### config.mk
export PLATFORM = sky130hd
export DESIGN_NAME = lfsr_uniform_int_generator
export DESIGN_NICKNAME = d
export VERILOG_FILES = /design/src/hdl/lug_pkg.sv /design/src/hdl/lfsr_uniform_int_generator.sv /design/src/hdl/lug_lfsr.sv /design/src/hdl/lug_seed_mac.sv /design/src/hdl/lug_mod_unit.sv
export SDC_FILE = /design/constraint.sdc
export NUM_CORES = 1
export LEC_CHECK = 0
export CORE_MARGIN = 1
export CORE_UTILIZATION = 35
export CTS_CLUSTER_SIZE = 20
export DETAILED_ROUTE_END_ITERATION = 7
export DONT_BUFFER_PORTS = 1
export SKIP_LAST_GASP = 1
export SLEW_MARGIN = 40
export SYNTH_ARGS = -nofsm -noshare
export SYNTH_HDL_FRONTEND = slang
export SYNTH_SLANG_ARGS = --single-unit
### constraint.sdc
create_clock -name clk -period 15.5 [get_ports clk]
set_input_delay 3.1 -clock clk [delete_from_list [all_inputs] [get_ports clk]]
set_output_delay 3.1 -clock clk [all_outputs]
set_load 0.005 [all_outputs]
### src/hdl/lug_pkg.sv
`timescale 1ns / 1ps

package lug_pkg;

    // Draw width and derived widths
    localparam int DRAW_BITS = 10;
    localparam int SPAN_W    = DRAW_BITS + 1;
    localparam int RANGE_W   = 11;
    localparam int OUT_W     = 10;
    localparam int CMP_W     = (SPAN_W > RANGE_W) ? SPAN_W : RANGE_W;
    localparam int OUT_CAT_W = (DRAW_BITS > OUT_W) ? DRAW_BITS : OUT_W;
    localparam int SHIFT_CNT_W = $clog2(DRAW_BITS + 1);
    localparam int DIV_CNT_W   = $clog2(SPAN_W + 1);

    localparam int LFSR_W = 16;
    localparam logic [LFSR_W-1:0] TAP_MASK   = 16'hB400;
    localparam logic [LFSR_W-1:0] LFSR_RESET = 16'h0001;

    localparam logic [SPAN_W-1:0]  SPAN        = SPAN_W'(1) << DRAW_BITS;
    localparam logic [RANGE_W-1:0] BOUND_MAX   = 11'd1024;
    localparam logic [RANGE_W-1:0] BOUND_MIN   = 11'd1;
    localparam logic [15:0]        RETRY_LIMIT = 16'hFFFF;

    localparam logic [5:0] K_HOURS_PER_DAY = 6'd24;
    localparam logic [5:0] K_SIXTY         = 6'd60;

    localparam logic OP_SEED = 1'b0;
    localparam logic OP_DRAW = 1'b1;

    typedef struct packed {
        logic load;
        logic step;
    } lfsr_ctrl_t;

    typedef struct packed {
        logic              en;
        logic [LFSR_W-1:0] a;
        logic [5:0]        k;
        logic [LFSR_W-1:0] b;
    } mac_req_t;

    typedef struct packed {
        logic              start;
        logic [SPAN_W-1:0] dividend;
        logic [SPAN_W-1:0] divisor;
    } mod_req_t;

    // seconds / 10 by reciprocal multiply, exact for any 6-bit value
    function automatic logic [2:0] div10_sec(input logic [5:0] sec);
        logic [13:0] p;
        p = 14'(sec) * 14'd205;
        return p[13:11];
    endfunction

endpackage

### src/hdl/lfsr_uniform_int_generator.sv
`timescale 1ns / 1ps

// Uniform random integer generator on a 16-bit Galois LFSR (taps 0xB400).
// A seed transaction (s_tuser = 0) loads the LFSR from calendar time,
// second/10 + 60*(minute + 60*(hour + 24*day_of_month)) kept to 16 bits,
// with a zero seed replaced by 1; it returns nothing and builds the seed in
// three passes through the shared multiply-add. A draw transaction
// (s_tuser = 1) shifts out 10 LFSR bits MSB-first, rejects values below
// 1024 mod range_max, and returns value mod range_max on m_tdata. Both
// remainders go through one shared bit-serial modulo unit, 11 steps each,
// and each rejected value is replaced by a fresh shift of 10 bits, up to
// the retry limit. s_tready is low while an item is in work; a finished
// result waits in the output register, and the next item is accepted
// meanwhile. range_max is written through cfg_we / cfg_data, clamped to
// 1..1024, and resets to 1024; the user must write it only while the
// block is idle, which the block itself does not enforce.

module lfsr_uniform_int_generator
    import lug_pkg::*;
(
    input  logic               clk,
    input  logic               rst_n,
    input  logic               cfg_we,
    input  logic [RANGE_W-1:0] cfg_data,
    input  logic               s_tvalid,
    output logic               s_tready,
    // [5:0] second, [11:6] minute, [16:12] hour, [21:17] day_of_month
    input  logic [23:0]        s_tdata,
    // [0] opcode
    input  logic               s_tuser,
    output logic               m_tvalid,
    input  logic               m_tready,
    // [9:0] random_value
    output logic [15:0]        m_tdata
);

    typedef enum logic [3:0] {
        ST_IDLE,
        ST_SEED_A,
        ST_SEED_B,
        ST_SEED_C,
        ST_SEED_LOAD,
        ST_DRAW_INIT,
        ST_LOW_START,
        ST_LOW_WAIT,
        ST_SHIFT,
        ST_CHECK,
        ST_MOD_START,
        ST_MOD_WAIT,
        ST_FINISH
    } state_t;

    state_t state_reg, state_next;

    logic [RANGE_W-1:0]     range_reg, range_next;
    logic                   m_valid_reg, m_valid_next;
    logic [OUT_W-1:0]       m_data_reg, m_data_next;
    logic [SHIFT_CNT_W-1:0] shift_cnt_reg, shift_cnt_next;
    logic [15:0]            tries_reg, tries_next;

    logic [5:0]            sec_reg, sec_next;
    logic [5:0]            min_reg, min_next;
    logic [4:0]            hour_reg, hour_next;
    logic [4:0]            day_reg, day_next;
    logic [SPAN_W-1:0]     bound_reg, bound_next;
    logic [DRAW_BITS-1:0]  low_reg, low_next;
    logic [DRAW_BITS-1:0]  val_reg, val_next;

    lfsr_ctrl_t           lfsr_ctrl;
    logic [LFSR_W-1:0]    lfsr_seed;
    logic                 lfsr_bit;
    logic [LFSR_W-1:0]    lfsr_state;
    mac_req_t             mac_req;
    logic [LFSR_W-1:0]    mac_acc;
    mod_req_t             mod_req;
    logic                 mod_busy;
    logic                 mod_done;
    logic [DRAW_BITS-1:0] mod_rem;

    logic [CMP_W-1:0]     range_ext;
    logic [OUT_CAT_W-1:0] out_ext;
    logic                 out_load;
    logic                 in_accept;

    assign in_accept = s_tvalid && s_tready;
    assign out_load  = (state_reg == ST_FINISH) && (!m_valid_reg || m_tready);
    assign range_ext = CMP_W'(range_reg);
    assign out_ext   = OUT_CAT_W'(mod_rem);

    lug_lfsr u_lfsr (
        .clk     (clk),
        .rst_n   (rst_n),
        .ctrl    (lfsr_ctrl),
        .seed    (lfsr_seed),
        .bit_out (lfsr_bit),
        .state   (lfsr_state)
    );

    lug_seed_mac u_mac (
        .clk (clk),
        .req (mac_req),
        .acc (mac_acc)
    );

    lug_mod_unit u_mod (
        .clk       (clk),
        .rst_n     (rst_n),
        .req       (mod_req),
        .busy      (mod_busy),
        .done      (mod_done),
        .remainder (mod_rem)
    );

    // Drive the shared units from the sequencer state
    always_comb
    begin
        lfsr_ctrl.load = (state_reg == ST_SEED_LOAD);
        lfsr_ctrl.step = (state_reg == ST_SHIFT);
        lfsr_seed      = (mac_acc == '0) ? LFSR_W'(1) : mac_acc;

        mac_req.en = 1'b0;
        mac_req.a  = mac_acc;
        mac_req.k  = K_SIXTY;
        mac_req.b  = '0;
        case (state_reg)
            ST_SEED_A:
            begin
                mac_req.en = 1'b1;
                mac_req.a  = LFSR_W'(day_reg);
                mac_req.k  = K_HOURS_PER_DAY;
                mac_req.b  = LFSR_W'(hour_reg);
            end
            ST_SEED_B:
            begin
                mac_req.en = 1'b1;
                mac_req.b  = LFSR_W'(min_reg);
            end
            ST_SEED_C:
            begin
                mac_req.en = 1'b1;
                mac_req.b  = LFSR_W'(div10_sec(sec_reg));
            end
            default:
            begin
                mac_req.en = 1'b0;
            end
        endcase

        // span mod bound first, then value mod bound
        mod_req.start    = (state_reg == ST_LOW_START) || (state_reg == ST_MOD_START);
        mod_req.dividend = (state_reg == ST_LOW_START) ? SPAN : SPAN_W'(val_reg);
        mod_req.divisor  = bound_reg;
    end

    // Sequencer and registered outputs
    always_comb
    begin
        state_next     = state_reg;
        range_next     = range_reg;
        m_valid_next   = m_valid_reg;
        m_data_next    = m_data_reg;
        shift_cnt_next = shift_cnt_reg;
        tries_next     = tries_reg;
        sec_next       = sec_reg;
        min_next       = min_reg;
        hour_next      = hour_reg;
        day_next       = day_reg;
        bound_next     = bound_reg;
        low_next       = low_reg;
        val_next       = val_reg;

        // clamp register writes to 1..1024
        if (cfg_we)
        begin
            if (cfg_data < BOUND_MIN)
            begin
                range_next = BOUND_MIN;
            end
            else if (cfg_data > BOUND_MAX)
            begin
                range_next = BOUND_MAX;
            end
            else
            begin
                range_next = cfg_data;
            end
        end

        // drop the result once taken
        if (m_valid_reg && m_tready)
        begin
            m_valid_next = 1'b0;
        end

        case (state_reg)
            ST_IDLE:
            begin
                if (in_accept)
                begin
                    sec_next   = s_tdata[5:0];
                    min_next   = s_tdata[11:6];
                    hour_next  = s_tdata[16:12];
                    day_next   = s_tdata[21:17];
                    state_next = (s_tuser == OP_DRAW) ? ST_DRAW_INIT : ST_SEED_A;
                end
            end
            ST_SEED_A:
            begin
                state_next = ST_SEED_B;
            end
            ST_SEED_B:
            begin
                state_next = ST_SEED_C;
            end
            ST_SEED_C:
            begin
                state_next = ST_SEED_LOAD;
            end
            ST_SEED_LOAD:
            begin
                state_next = ST_IDLE;
            end
            ST_DRAW_INIT:
            begin
                // bound never exceeds the draw span
                bound_next = (range_ext < CMP_W'(SPAN)) ? SPAN_W'(range_ext) : SPAN;
                tries_next = '0;
                state_next = ST_LOW_START;
            end
            ST_LOW_START:
            begin
                state_next = ST_LOW_WAIT;
            end
            ST_LOW_WAIT:
            begin
                if (mod_done)
                begin
                    low_next       = mod_rem;
                    shift_cnt_next = '0;
                    val_next       = '0;
                    state_next     = ST_SHIFT;
                end
            end
            ST_SHIFT:
            begin
                val_next = (val_reg << 1) | DRAW_BITS'(lfsr_bit);
                if (shift_cnt_reg == SHIFT_CNT_W'(DRAW_BITS - 1))
                begin
                    tries_next = tries_reg + 16'd1;
                    state_next = ST_CHECK;
                end
                else
                begin
                    shift_cnt_next = shift_cnt_reg + SHIFT_CNT_W'(1);
                end
            end
            ST_CHECK:
            begin
                // reject values in the short tail, up to the retry limit
                if ((val_reg < low_reg) && (tries_reg != RETRY_LIMIT))
                begin
                    shift_cnt_next = '0;
                    val_next       = '0;
                    state_next     = ST_SHIFT;
                end
                else
                begin
                    state_next = ST_MOD_START;
                end
            end
            ST_MOD_START:
            begin
                state_next = ST_MOD_WAIT;
            end
            ST_MOD_WAIT:
            begin
                if (mod_done)
                begin
                    state_next = ST_FINISH;
                end
            end
            ST_FINISH:
            begin
                // hold until the output register is free
                if (out_load)
                begin
                    m_valid_next = 1'b1;
                    m_data_next  = out_ext[OUT_W-1:0];
                    state_next   = ST_IDLE;
                end
            end
            default:
            begin
                state_next = ST_IDLE;
            end
        endcase
    end

    always_ff @(posedge clk or negedge rst_n)
    begin
        if (!rst_n)
        begin
            state_reg     <= ST_IDLE;
            range_reg     <= BOUND_MAX;
            m_valid_reg   <= 1'b0;
            shift_cnt_reg <= '0;
            tries_reg     <= '0;
        end
        else
        begin
            state_reg     <= state_next;
            range_reg     <= range_next;
            m_valid_reg   <= m_valid_next;
            shift_cnt_reg <= shift_cnt_next;
            tries_reg     <= tries_next;
        end
    end

    always_ff @(posedge clk)
    begin
        m_data_reg <= m_data_next;
        sec_reg    <= sec_next;
        min_reg    <= min_next;
        hour_reg   <= hour_next;
        day_reg    <= day_next;
        bound_reg  <= bound_next;
        low_reg    <= low_next;
        val_reg    <= val_next;
    end

    assign s_tready = (state_reg == ST_IDLE);
    assign m_tvalid = m_valid_reg;
    assign m_tdata  = 16'(m_data_reg);

`ifndef SYNTH
    a_busy_not_ready: assert property (@(posedge clk) disable iff (!rst_n)
        mod_busy |-> !s_tready)
        else $error("input accepted while modulo unit busy");

    a_lfsr_nonzero: assert property (@(posedge clk) disable iff (!rst_n)
        lfsr_state != '0)
        else $error("LFSR reached the all-zero state");

    a_result_below_bound: assert property (@(posedge clk) disable iff (!rst_n)
        out_load |-> (SPAN_W'(mod_rem) < bound_reg))
        else $error("result not below bound");

    a_range_clamped: assert property (@(posedge clk) disable iff (!rst_n)
        (range_reg >= BOUND_MIN) && (range_reg <= BOUND_MAX))
        else $error("range_max outside 1..1024");

    a_done_in_wait: assert property (@(posedge clk) disable iff (!rst_n)
        mod_done |-> ((state_reg == ST_LOW_WAIT) || (state_reg == ST_MOD_WAIT)))
        else $error("modulo result arrived outside a wait state");
`endif

endmodule

### src/hdl/lug_lfsr.sv
`timescale 1ns / 1ps

module lug_lfsr
    import lug_pkg::*;
(
    input  logic              clk,
    input  logic              rst_n,
    input  lfsr_ctrl_t        ctrl,
    input  logic [LFSR_W-1:0] seed,
    output logic              bit_out,
    output logic [LFSR_W-1:0] state
);

    logic [LFSR_W-1:0] state_reg;
    logic [LFSR_W-1:0] state_next;

    always_comb
    begin
        state_next = state_reg;
        if (ctrl.load)
        begin
            state_next = seed;
        end
        else if (ctrl.step)
        begin
            state_next = (state_reg >> 1) ^ (state_reg[0] ? TAP_MASK : '0);
        end
    end

    always_ff @(posedge clk or negedge rst_n)
    begin
        if (!rst_n)
        begin
            state_reg <= LFSR_RESET;
        end
        else
        begin
            state_reg <= state_next;
        end
    end

    assign bit_out = state_reg[0];
    assign state   = state_reg;

endmodule

### src/hdl/lug_seed_mac.sv
`timescale 1ns / 1ps

module lug_seed_mac
    import lug_pkg::*;
(
    input  logic              clk,
    input  mac_req_t          req,
    output logic [LFSR_W-1:0] acc
);

    logic [LFSR_W-1:0] acc_reg;
    logic [LFSR_W-1:0] acc_next;
    logic [LFSR_W+6:0] sum;

    // keep the low 16 bits only; the seed is taken mod 2^16 anyway
    always_comb
    begin
        sum      = (23'(req.a) * 23'(req.k)) + 23'(req.b);
        acc_next = req.en ? sum[LFSR_W-1:0] : acc_reg;
    end

    always_ff @(posedge clk)
    begin
        acc_reg <= acc_next;
    end

    assign acc = acc_reg;

endmodule

### src/hdl/lug_mod_unit.sv
`timescale 1ns / 1ps

module lug_mod_unit
    import lug_pkg::*;
(
    input  logic                 clk,
    input  logic                 rst_n,
    input  mod_req_t             req,
    output logic                 busy,
    output logic                 done,
    output logic [DRAW_BITS-1:0] remainder
);

    logic [DIV_CNT_W-1:0] cnt_reg, cnt_next;
    logic                 done_reg, done_next;
    logic [DRAW_BITS-1:0] rem_reg, rem_next;
    logic [SPAN_W-1:0]    dvd_reg, dvd_next;
    logic [SPAN_W-1:0]    dvs_reg, dvs_next;
    logic [SPAN_W-1:0]    cand;
    logic [SPAN_W-1:0]    diff;

    // one restoring step per cycle, MSB of the dividend first
    always_comb
    begin
        cand      = {rem_reg, dvd_reg[SPAN_W-1]};
        diff      = cand - dvs_reg;
        cnt_next  = cnt_reg;
        done_next = 1'b0;
        rem_next  = rem_reg;
        dvd_next  = dvd_reg;
        dvs_next  = dvs_reg;
        if (req.start)
        begin
            cnt_next = DIV_CNT_W'(SPAN_W);
            rem_next = '0;
            dvd_next = req.dividend;
            dvs_next = req.divisor;
        end
        else if (cnt_reg != '0)
        begin
            rem_next  = (cand >= dvs_reg) ? diff[DRAW_BITS-1:0] : cand[DRAW_BITS-1:0];
            dvd_next  = dvd_reg << 1;
            cnt_next  = cnt_reg - DIV_CNT_W'(1);
            done_next = (cnt_reg == DIV_CNT_W'(1));
        end
    end

    always_ff @(posedge clk or negedge rst_n)
    begin
        if (!rst_n)
        begin
            cnt_reg  <= '0;
            done_reg <= 1'b0;
        end
        else
        begin
            cnt_reg  <= cnt_next;
            done_reg <= done_next;
        end
    end

    always_ff @(posedge clk)
    begin
        rem_reg <= rem_next;
        dvd_reg <= dvd_next;
        dvs_reg <= dvs_next;
    end

    assign busy      = (cnt_reg != '0);
    assign done      = done_reg;
    assign remainder = rem_reg;

endmodule

==> summary.md, run 1 <==
The final weighted congestion in routability-driven placement is 0.787, and the overall die width is 169 um. Wires add up to 18100 um. The tools report the endpoint type of the worst setup path as a flip-flop. The pre-antenna-repair detailed-routing pass consisted of 7 iterations. In the routed layout, each cell is associated on average with a via count of 4.94. Startpoint of the lowest-slack register-to-register path: sec_reg[3]$_DFFE_PP_.

After detailed routing, the average wire length per cell comes to 14.2 um. The H-tree generated during clock tree synthesis spans 4 levels. The run gives 17 as the number of CTS-inserted buffers. The die covers 28500 sq um. For this run, design rule violations remaining after detail routing come to 0. The fraction of layout cells with a size suffix above 1 is 0.0665. The mapped netlist covers 9740 sq um.

STA classifies the critical path startpoint as a flip-flop. Of all nets on the critical path, the largest fanout is 4. TritonCTS built the clock tree.

Pin placement for this block handled 59 I/O pins. The via count of the first global-routing pass was 5973. For the number of buffers on the longest clock path, the log shows 2. The floorplan die height was 169 um; the number of antenna violations at the first check in global routing was 0. The area overhead of the layout relative to synthesis was 9.91%; the final total negative setup slack was 0 ps. Buffers added to address setup during post-CTS repair amount to 0. For the worst-skew pair, the clock arrives at the later sink with an insertion delay of 430 ps. The final count of hold timing violations came out at 0. The min-delay analysis places its worst path in the category reg -> reg. The post-synthesis share of cell area spent on xor and xnor gates was 0.0342; the clock transition at the registers of the reported paths was 70 ps. The final core utilization was 0.395; the synthesized-area fraction occupied by and/or/nand/nor cells was 0.135.

The layout has 2624 filler cells. Among all flip-flop cells after synthesis, the most frequent one is edfxtp_1. The average instance area after synthesis came out at 10.9 sq um. The flow ran to the end, and the final reports show no timing, DRC or antenna violations.

The number of gates given a new drive strength after cts was 0; the count of flip-flops with a built-in enable after synthesis was 101. Initial standard-cell utilization of the core: 0.359. Counting I/O delays and the setup requirement, the final critical path takes 5540 ps. The portion of the clock cycle consumed by the worst path in the final layout is 0.358, and the number of cells on the worst hold path is 0. The maximum clock frequency was 180 MHz. The total number of yosys warnings is 0. Buffers inserted to repair hold after CTS numbered 0. The share of synthesized registers carrying an async set or reset is 0.339. In this run the critical register-to-register path is captured at u_mac.acc[15]$_DFFE_PP_.

Pin slew with the least headroom to its limit: 751 ps. On the worst path, the slowest cell contributes a delay of 470 ps. The number of gates on the worst path with buffers counted came out at 21. The core footprint is 27100 sq um. The largest individual stage delay along the critical path comes from the cell fa_1. Across all register-to-register paths, the minimum setup slack is 9960 ps. Largest family of logic cells by synthesized area: adder cells.

After the first detailed-routing iteration, the DRC count stood at 330. In the synthesized netlist, the number of instances is 895. Clock skew on the completed layout was measured at 10.4 ps. The mux cell area share after synthesis is 0.00745, and the area share of fa/ha/maj cells after synthesis is 0.171. The run gives 58 as the largest net degree at the start of global routing.

Hold is met by 420 ps. The worst endpoint required time was 15670 ps; the critical path buffer and inverter count was 0. The CTS sink count was 168.

The startpoint of the worst hold path was bound_reg[7]$_SDFFCE_PP0P_. The total setup violations reported at the end of the flow is 0, and the endpoint arrival time on the critical path is 5710 ps. The kind of cell with the highest combined delay along the critical path is adder cells. The critical path in this run is classified as reg -> reg.

The logs give 0 for the number of max-slew violations in the final report and 0 for the antenna diode instance count. The synthesized-area fraction occupied by ao, oa, aoi and oai cells works out to 0.127. The destination of the worst hold path is u_mod.dvs_reg[7]$_DFFE_PN_. The floorplan has 60 rows. The number of cells on the worst reg-to-reg path is 21. Setup repair after global routing left no endpoint under its margin.

The synthesized flop and latch total was 168; the global-route wire length before repair was 30400 um. The overflow left after global routing is 0. Among the stages of the critical path, the cell type that occurs most often is ha_1. The signal on the critical path passes through ha_1, fa_1, ha_1, ha_1, a2111oi_0, o21ai_1, a221oi_1, nor2b_1, o21ai_2, xnor2_1, o21ai_0, ha_1, ha_1, fa_1, a211oi_1, nor2_1, o2111ai_1, nand3_1, nor2_1, a21oi_1, xnor2_1. After legalization and detailed placement, the total HPWL measured 13300 um. Max-slew headroom at the worst pin: 0.498. The tools report the clock root buffer as clkbuf_16. The run gives 0 as the final antenna-violating net count. The tools report the count of unique library cells instantiated by Yosys as 70. The count of vias placed by the detailed router was 6298; the global router's overall resource usage was 0.136. The total number of nets in the final design came out at 1046. The count of buffers inserted at the top-level ports came out at 0. Across the run, the number of max-cap violations was 0. The run gives 0.479 as the register area share after synthesis.
[metal layers]
metal / share of wire / vias to the layer above / track usage
met3: 0.030 / 13 / 0.0229
met1: 0.50 / 3004 / 0.191
met5: 0 / - / 0
li1: - / 3168 / -
met2: 0.46 / 113 / 0.210
met4: 0.012 / 0 / 0.0474
[stage by stage]
step / instances / setup WS, ps / instance area, sq um
3_3_place_gp: 1242 / 10050 / 10100
4_1_cts: 1274 / 9950 / 10700
2_1_floorplan: 900 / 10490 / 9760
6_report: 1274 / 9960 / 10700
5_1_grt: 1274 / 9470 / 10700
3_5_place_dp: 1242 / 9980 / 10100
[cell usage after synthesis, types with 3 or more instances]
master	instances	area share
a22o_1	11	0.0099
mux2i_1	5	0.0051
dfrtp_1	55	0.14
nand2b_1	8	0.0051
nand4_1	6	0.0039
o22a_1	5	0.0045
nand2_1	56	0.022
nor2b_1	19	0.012
nand4b_1	3	0.0027
nor3_1	15	0.0077
o211ai_1	3	0.0023
or3_1	23	0.015
o21ai_1	5	0.0026
inv_1	72	0.028
xnor2_1	29	0.026
o22ai_1	11	0.0071
a22oi_1	3	0.0023
a21o_1	9	0.0069
or2_2	3	0.0019
nor2_1	73	0.028
ha_1	87	0.11
buf_4	6	0.0046
a211o_1	3	0.0027
nor4_1	6	0.0039
and2_1	14	0.0090
clkbuf_1	24	0.0093
buf_2	3	0.0015
xor2_1	9	0.0081
o21a_1	6	0.0046
nand3b_1	3	0.0023
a21oi_1	59	0.030
a211oi_1	6	0.0046
edfxtp_1	101	0.31
fa_1	29	0.060
nand3_1	14	0.0072
o21ai_0	55	0.028
dfxtp_1	10	0.021
[cell type report]
cell class	instances	area, sq um	area share
Sequential cell	168	4660	0.436
Clock buffer	18	429	0.0401
Clock inverter	14	156	0.0146
Inverter	72	270	0.0253
Multi-Input combinational cell	623	4670	0.436
Timing Repair Buffer	7	52.6	0.00491
Tap cell	372	465	0.0435
[cells in the final DEF, fill, tap and decap left out, types with 7 or more instances in the layout]
cell type  netlist  layout
nor2b_1         19      19
inv_1           72      72
xnor2_1         29      29
ha_1            87      87
dfxtp_1         10      10
and2_1          14      14
nor2_1          73      71
o21ai_0         55      55
xor2_1           9       9
buf_4            6       7
or3_1           23      23
a21oi_1         59      59
o22ai_1         11      11
edfxtp_1       101     101
a21o_1           9       9
nand3_1         14      14
fa_1            29      29
nand2_1         56      56
nand2b_1         8       8
clkbuf_16        0      17
a22o_1          11      11
nor3_1          15      13
dfrtp_1         55      55
[kinds of logic after synthesis]
group / count (synthesis)
muxes: 7
AOI/OAI and AO/OA: 199
other: 1
and+or+nand+nor: 257
DFF: 168
adders and majority gates: 116
buffers and inverters: 109
xor gates and xnor gates: 38
[worst max path at each step]
stage                                          to            startpoint  slack, ps
final                     u_mac.acc[15]$_DFFE_PP_  sec_reg[3]$_DFFE_PP_       9960
after global routing      u_mac.acc[15]$_DFFE_PP_  sec_reg[4]$_DFFE_PP_       9470
after CTS                 u_mac.acc[15]$_DFFE_PP_  sec_reg[3]$_DFFE_PP_       9950
after detailed placement  u_mac.acc[15]$_DFFE_PP_  sec_reg[3]$_DFFE_PP_       9980
after global placement    u_mac.acc[15]$_DFFE_PP_  sec_reg[3]$_DFFE_PP_      10050
after floorplan           u_mac.acc[15]$_DFFE_PP_  sec_reg[3]$_DFFE_PP_      10490
Power of run 1 is not shown: default switching activity piles up to over one toggle a cycle in this logic, so the estimate is an artifact.
==> inputs of run 2 (changes only) <==
ABC_AREA = 1   (was default)
clock period = 4.85 ns   (was 15.5 ns; I/O delays follow)
==> run 2 against run 1 <==
Net effect:
- final cell count rose by 15%
- critical path depth fell by 3
- synthesized cell count up 20%
- non-clock buffer count rose by 1
- clock-buffer cell count is the same
- hold slack worse by 190 ps
- maximum frequency up 22%
- cell area grew 3.6%
==> summary.md, run 2 <==
TritonCTS built the clock tree. By startpoint and endpoint, the worst setup path is classified as reg -> reg. The tools report the endpoint arrival time on the critical path as 4740 ps (-970 ps).

The clock transition at the registers of the reported paths works out to 70 ps (about the same). The final wirelength is 18900 um (+4.5%), and the global router's overall resource usage is 0.143 (+0.00749). Leading cell type in the layout, fill and taps excluded: nand2_1. The post-synthesis instance total was 1073 (+20%); the largest fanout of any net on the critical path was 11 (+7).

The violation count after the first detailed-route iteration is 357 (+8.2%), and the number of buffers on the longest clock path is 2 (unchanged). Top flip-flop cell by instance count after synthesis: edfxtp_1. The flow ran to the end, and the final reports show no timing, DRC or antenna violations.

The count of flip-flops with a built-in enable after synthesis came out at 101 (unchanged). The count of unique library cells instantiated by Yosys came out at 49 (-30%). In the layout the commonest cells are nand2_1, inv_1, nor2_1. By count the netlist is led by nand2_1, inv_1, nor2_1, edfxtp_1, ha_1.

The overall die width came out at 172 um (+1.6%). The overflow left after global routing was 0 (unchanged). The post-synth design cell area was 10100 sq um (+3.3%); the via count of the first global-routing pass was 6870 (+15%). The clock skew after layout was 12.9 ps (+2.49 ps); the share of synthesized registers carrying an async set or reset was 0.339 (unchanged).

The half-perimeter wire length of the detailed placement result was 14400 um (+7.9%); the core footprint was 28000 sq um (+3.4%). Number of CTS-inserted buffers: 17 (unchanged). The count of vias placed by the detailed router is 6869 (+9.1%), and the CTS sink count is 168 (unchanged). The run gives 33200 um (+9.3%) as the global-route wire length before repair. nand2_1 is the most common cell in the netlist. The tools report the total number of yosys warnings as 0 (unchanged). The run gives 5 (-2) as the detailed-router iteration count before antenna repair. The pin slew with the least headroom to its limit is 726 ps (-24.5 ps).

The total number of nets in the final design was 1237 (+18%). Largest net degree at the start of global routing: 58 (unchanged). The floorplan die area came out at 29400 sq um (+3.3%). The worst setup path is launched from a flip-flop. The floorplan die height is 172 um (+1.6%).

The logs give 61 (+1.7%) for the number of core rows and 219 MHz (+22%) for the maximum clock frequency. The number of vias per cell after detailed routing is 4.67 (-5.5%), and the worst-skew pair later-pin latency is 440 ps (about the same). The fraction of layout cells with a size suffix above 1 was 0.0833 (+0.0167); the final count of hold timing violations was 0 (unchanged). The worst setup path is captured at a flip-flop. The run gives 0.863 (+9.7%) as the final weighted congestion in routability-driven placement. The number of max-cap violations came out at 0 (unchanged).

The final period demand of the worst path is 4560 ps (-985 ps), and the detail-routed net length per standard cell is 12.9 um (-9.5%). The H-tree level count came out at 4 (unchanged). Number of antenna violations at the first check in global routing: 0 (unchanged). The area overhead of the layout relative to synthesis was 10.2%. The portion of the clock cycle consumed by the worst path in the final layout is 0.940 (+0.582), and the number of remaining DRC errors is 0 (unchanged).

After synthesis, the cell types taking the most area are edfxtp_1, dfrtp_1, ha_1. The run gives 0.359 (about the same) as the initial standard-cell utilization of the core. For the total setup violations reported at the end of the flow, the log shows 0 (unchanged). In this run the worst hold path is classified as in -> async. The count of buffers inserted at the top-level ports is 0 (unchanged), and the worst endpoint required time is 5030 ps (-10640 ps).

The average instance area after synthesis was 9.38 sq um (-14%). The count of pins on the block boundary came out at 59 (unchanged). In this run the clock root is driven by a clkbuf_16. The biggest area consumer among synthesized cells was edfxtp_1. Register area share after synthesis: 0.463 (-0.0154). The run gives 0 (unchanged) as the final antenna-violating net count. The proportion of netlist area held by the largest area contributor is 0.301 (-0.00999), and the synthesized flop and latch total is 168 (unchanged).

Setup repair after global routing could not meet its margin everywhere. The tools report the number of max-slew violations in the final report as 0 (unchanged). The tools report the final total negative setup slack as 0 ps (unchanged).

The max-slew headroom at the worst pin was 0.515 (+0.0168). The antenna diode instance count was 0 (unchanged); the number of buffers inserted for hold repair after clock tree synthesis was 0 (unchanged).
[run 2: cell count changes after synthesis, moves of 17 or more]
cell and change:
xnor2_1 -19, nand4_1 +19, nor2b_1 -19, or3_1 -23
nand3_1 +45, inv_1 +94, nor2_1 +34, nand2_1 +122
inv_2 +19, o21ai_0 -17, a21oi_1 -18
[run 2: timing repair]
action | CTS | global route
endpoints found under the setup margin | 0 | 6
gates resized for setup | 0 | 4
buffers inserted | 0 | 0
[run 2: logic make-up (layout without fill, tap and decap cells)]
family                   after synthesis  in the layout  share of synthesized area
adder cells (fa/ha/maj)              116            116                      0.166
flip-flops                           168            168                      0.463
buffers and inverters                211            226                     0.0832
other                                  1              6                   0.000373
AND/OR/NAND/NOR                      414            414                      0.187
AO/OA/AOI/OAI                        135            135                     0.0757
XOR/XNOR                              28             28                     0.0244
[run 2: critical path, stage by stage, from the launching register on]
cell and delay (ps):
dfrtp_1 440, nor2_1 230, nand2_2 190, inv_4 150
buf_4 190, nor2_1 80, inv_1 100, nand2_1 120
fa_1 580, fa_1 440, ha_1 310, ha_1 290
ha_1 380, a21oi_1 210, o21ai_0 150, a21oi_2 180
nor2_1 60, nor2_1 120, xnor2_1 70
[run 2: layout make-up]
type                       instances  area, sq um
clock buffer                      18          429
clock inverter                    14          163
fill                            2774        16900
inverter                         186          703
multi-input combinational        699         4600
sequential                       168         4660
tap                              378          473
timing repair buffer               8         60.1
[run 2: path summary, 6_finish.rpt]
path,startpoint,end,slack (ps),depth (start not counted)
max in group asynchronous,rst_n,u_lfsr.state[0]$_DFFE_PN1P_,4420,0
min reg2reg,bound_reg[8]$_SDFFCE_PP0P_,u_mod.dvs_reg[8]$_DFFE_PN_,420,0
max reg2reg,state_reg[3]$_DFFE_PN0P_,u_mac.acc[11]$_DFFE_PP_,290,18
min,rst_n,state_reg[3]$_DFFE_PN0P_,230,0
max,state_reg[3]$_DFFE_PN0P_,u_mac.acc[11]$_DFFE_PP_,290,18
min in group clk,bound_reg[8]$_SDFFCE_PP0P_,u_mod.dvs_reg[8]$_DFFE_PN_,420,0
[run 2: per-layer routing]
metal  vias to the layer above  track usage  part of all wire
li1                       3551            -                 -
met5                         -            0                 0
met2                        81        0.232              0.47
met1                      3217        0.188              0.49
met4                         0       0.0485             0.013
met3                        20       0.0304             0.025
[run 2: metrics by stage]
step	hold WS [ps]	cell area (sq um)	std cells	setup slack (ps)	utilization
3_3_place_gp	404	10500	1439	248	0.374
5_1_grt	194	11100	1471	-17.2	0.396
2_1_floorplan	400	10100	1078	438	-
6_report	229	11100	1471	293	0.396
4_1_cts	199	11100	1471	160	0.395
3_5_place_dp	405	10500	1439	172	0.374
Power of run 2 is left out for the same reason.
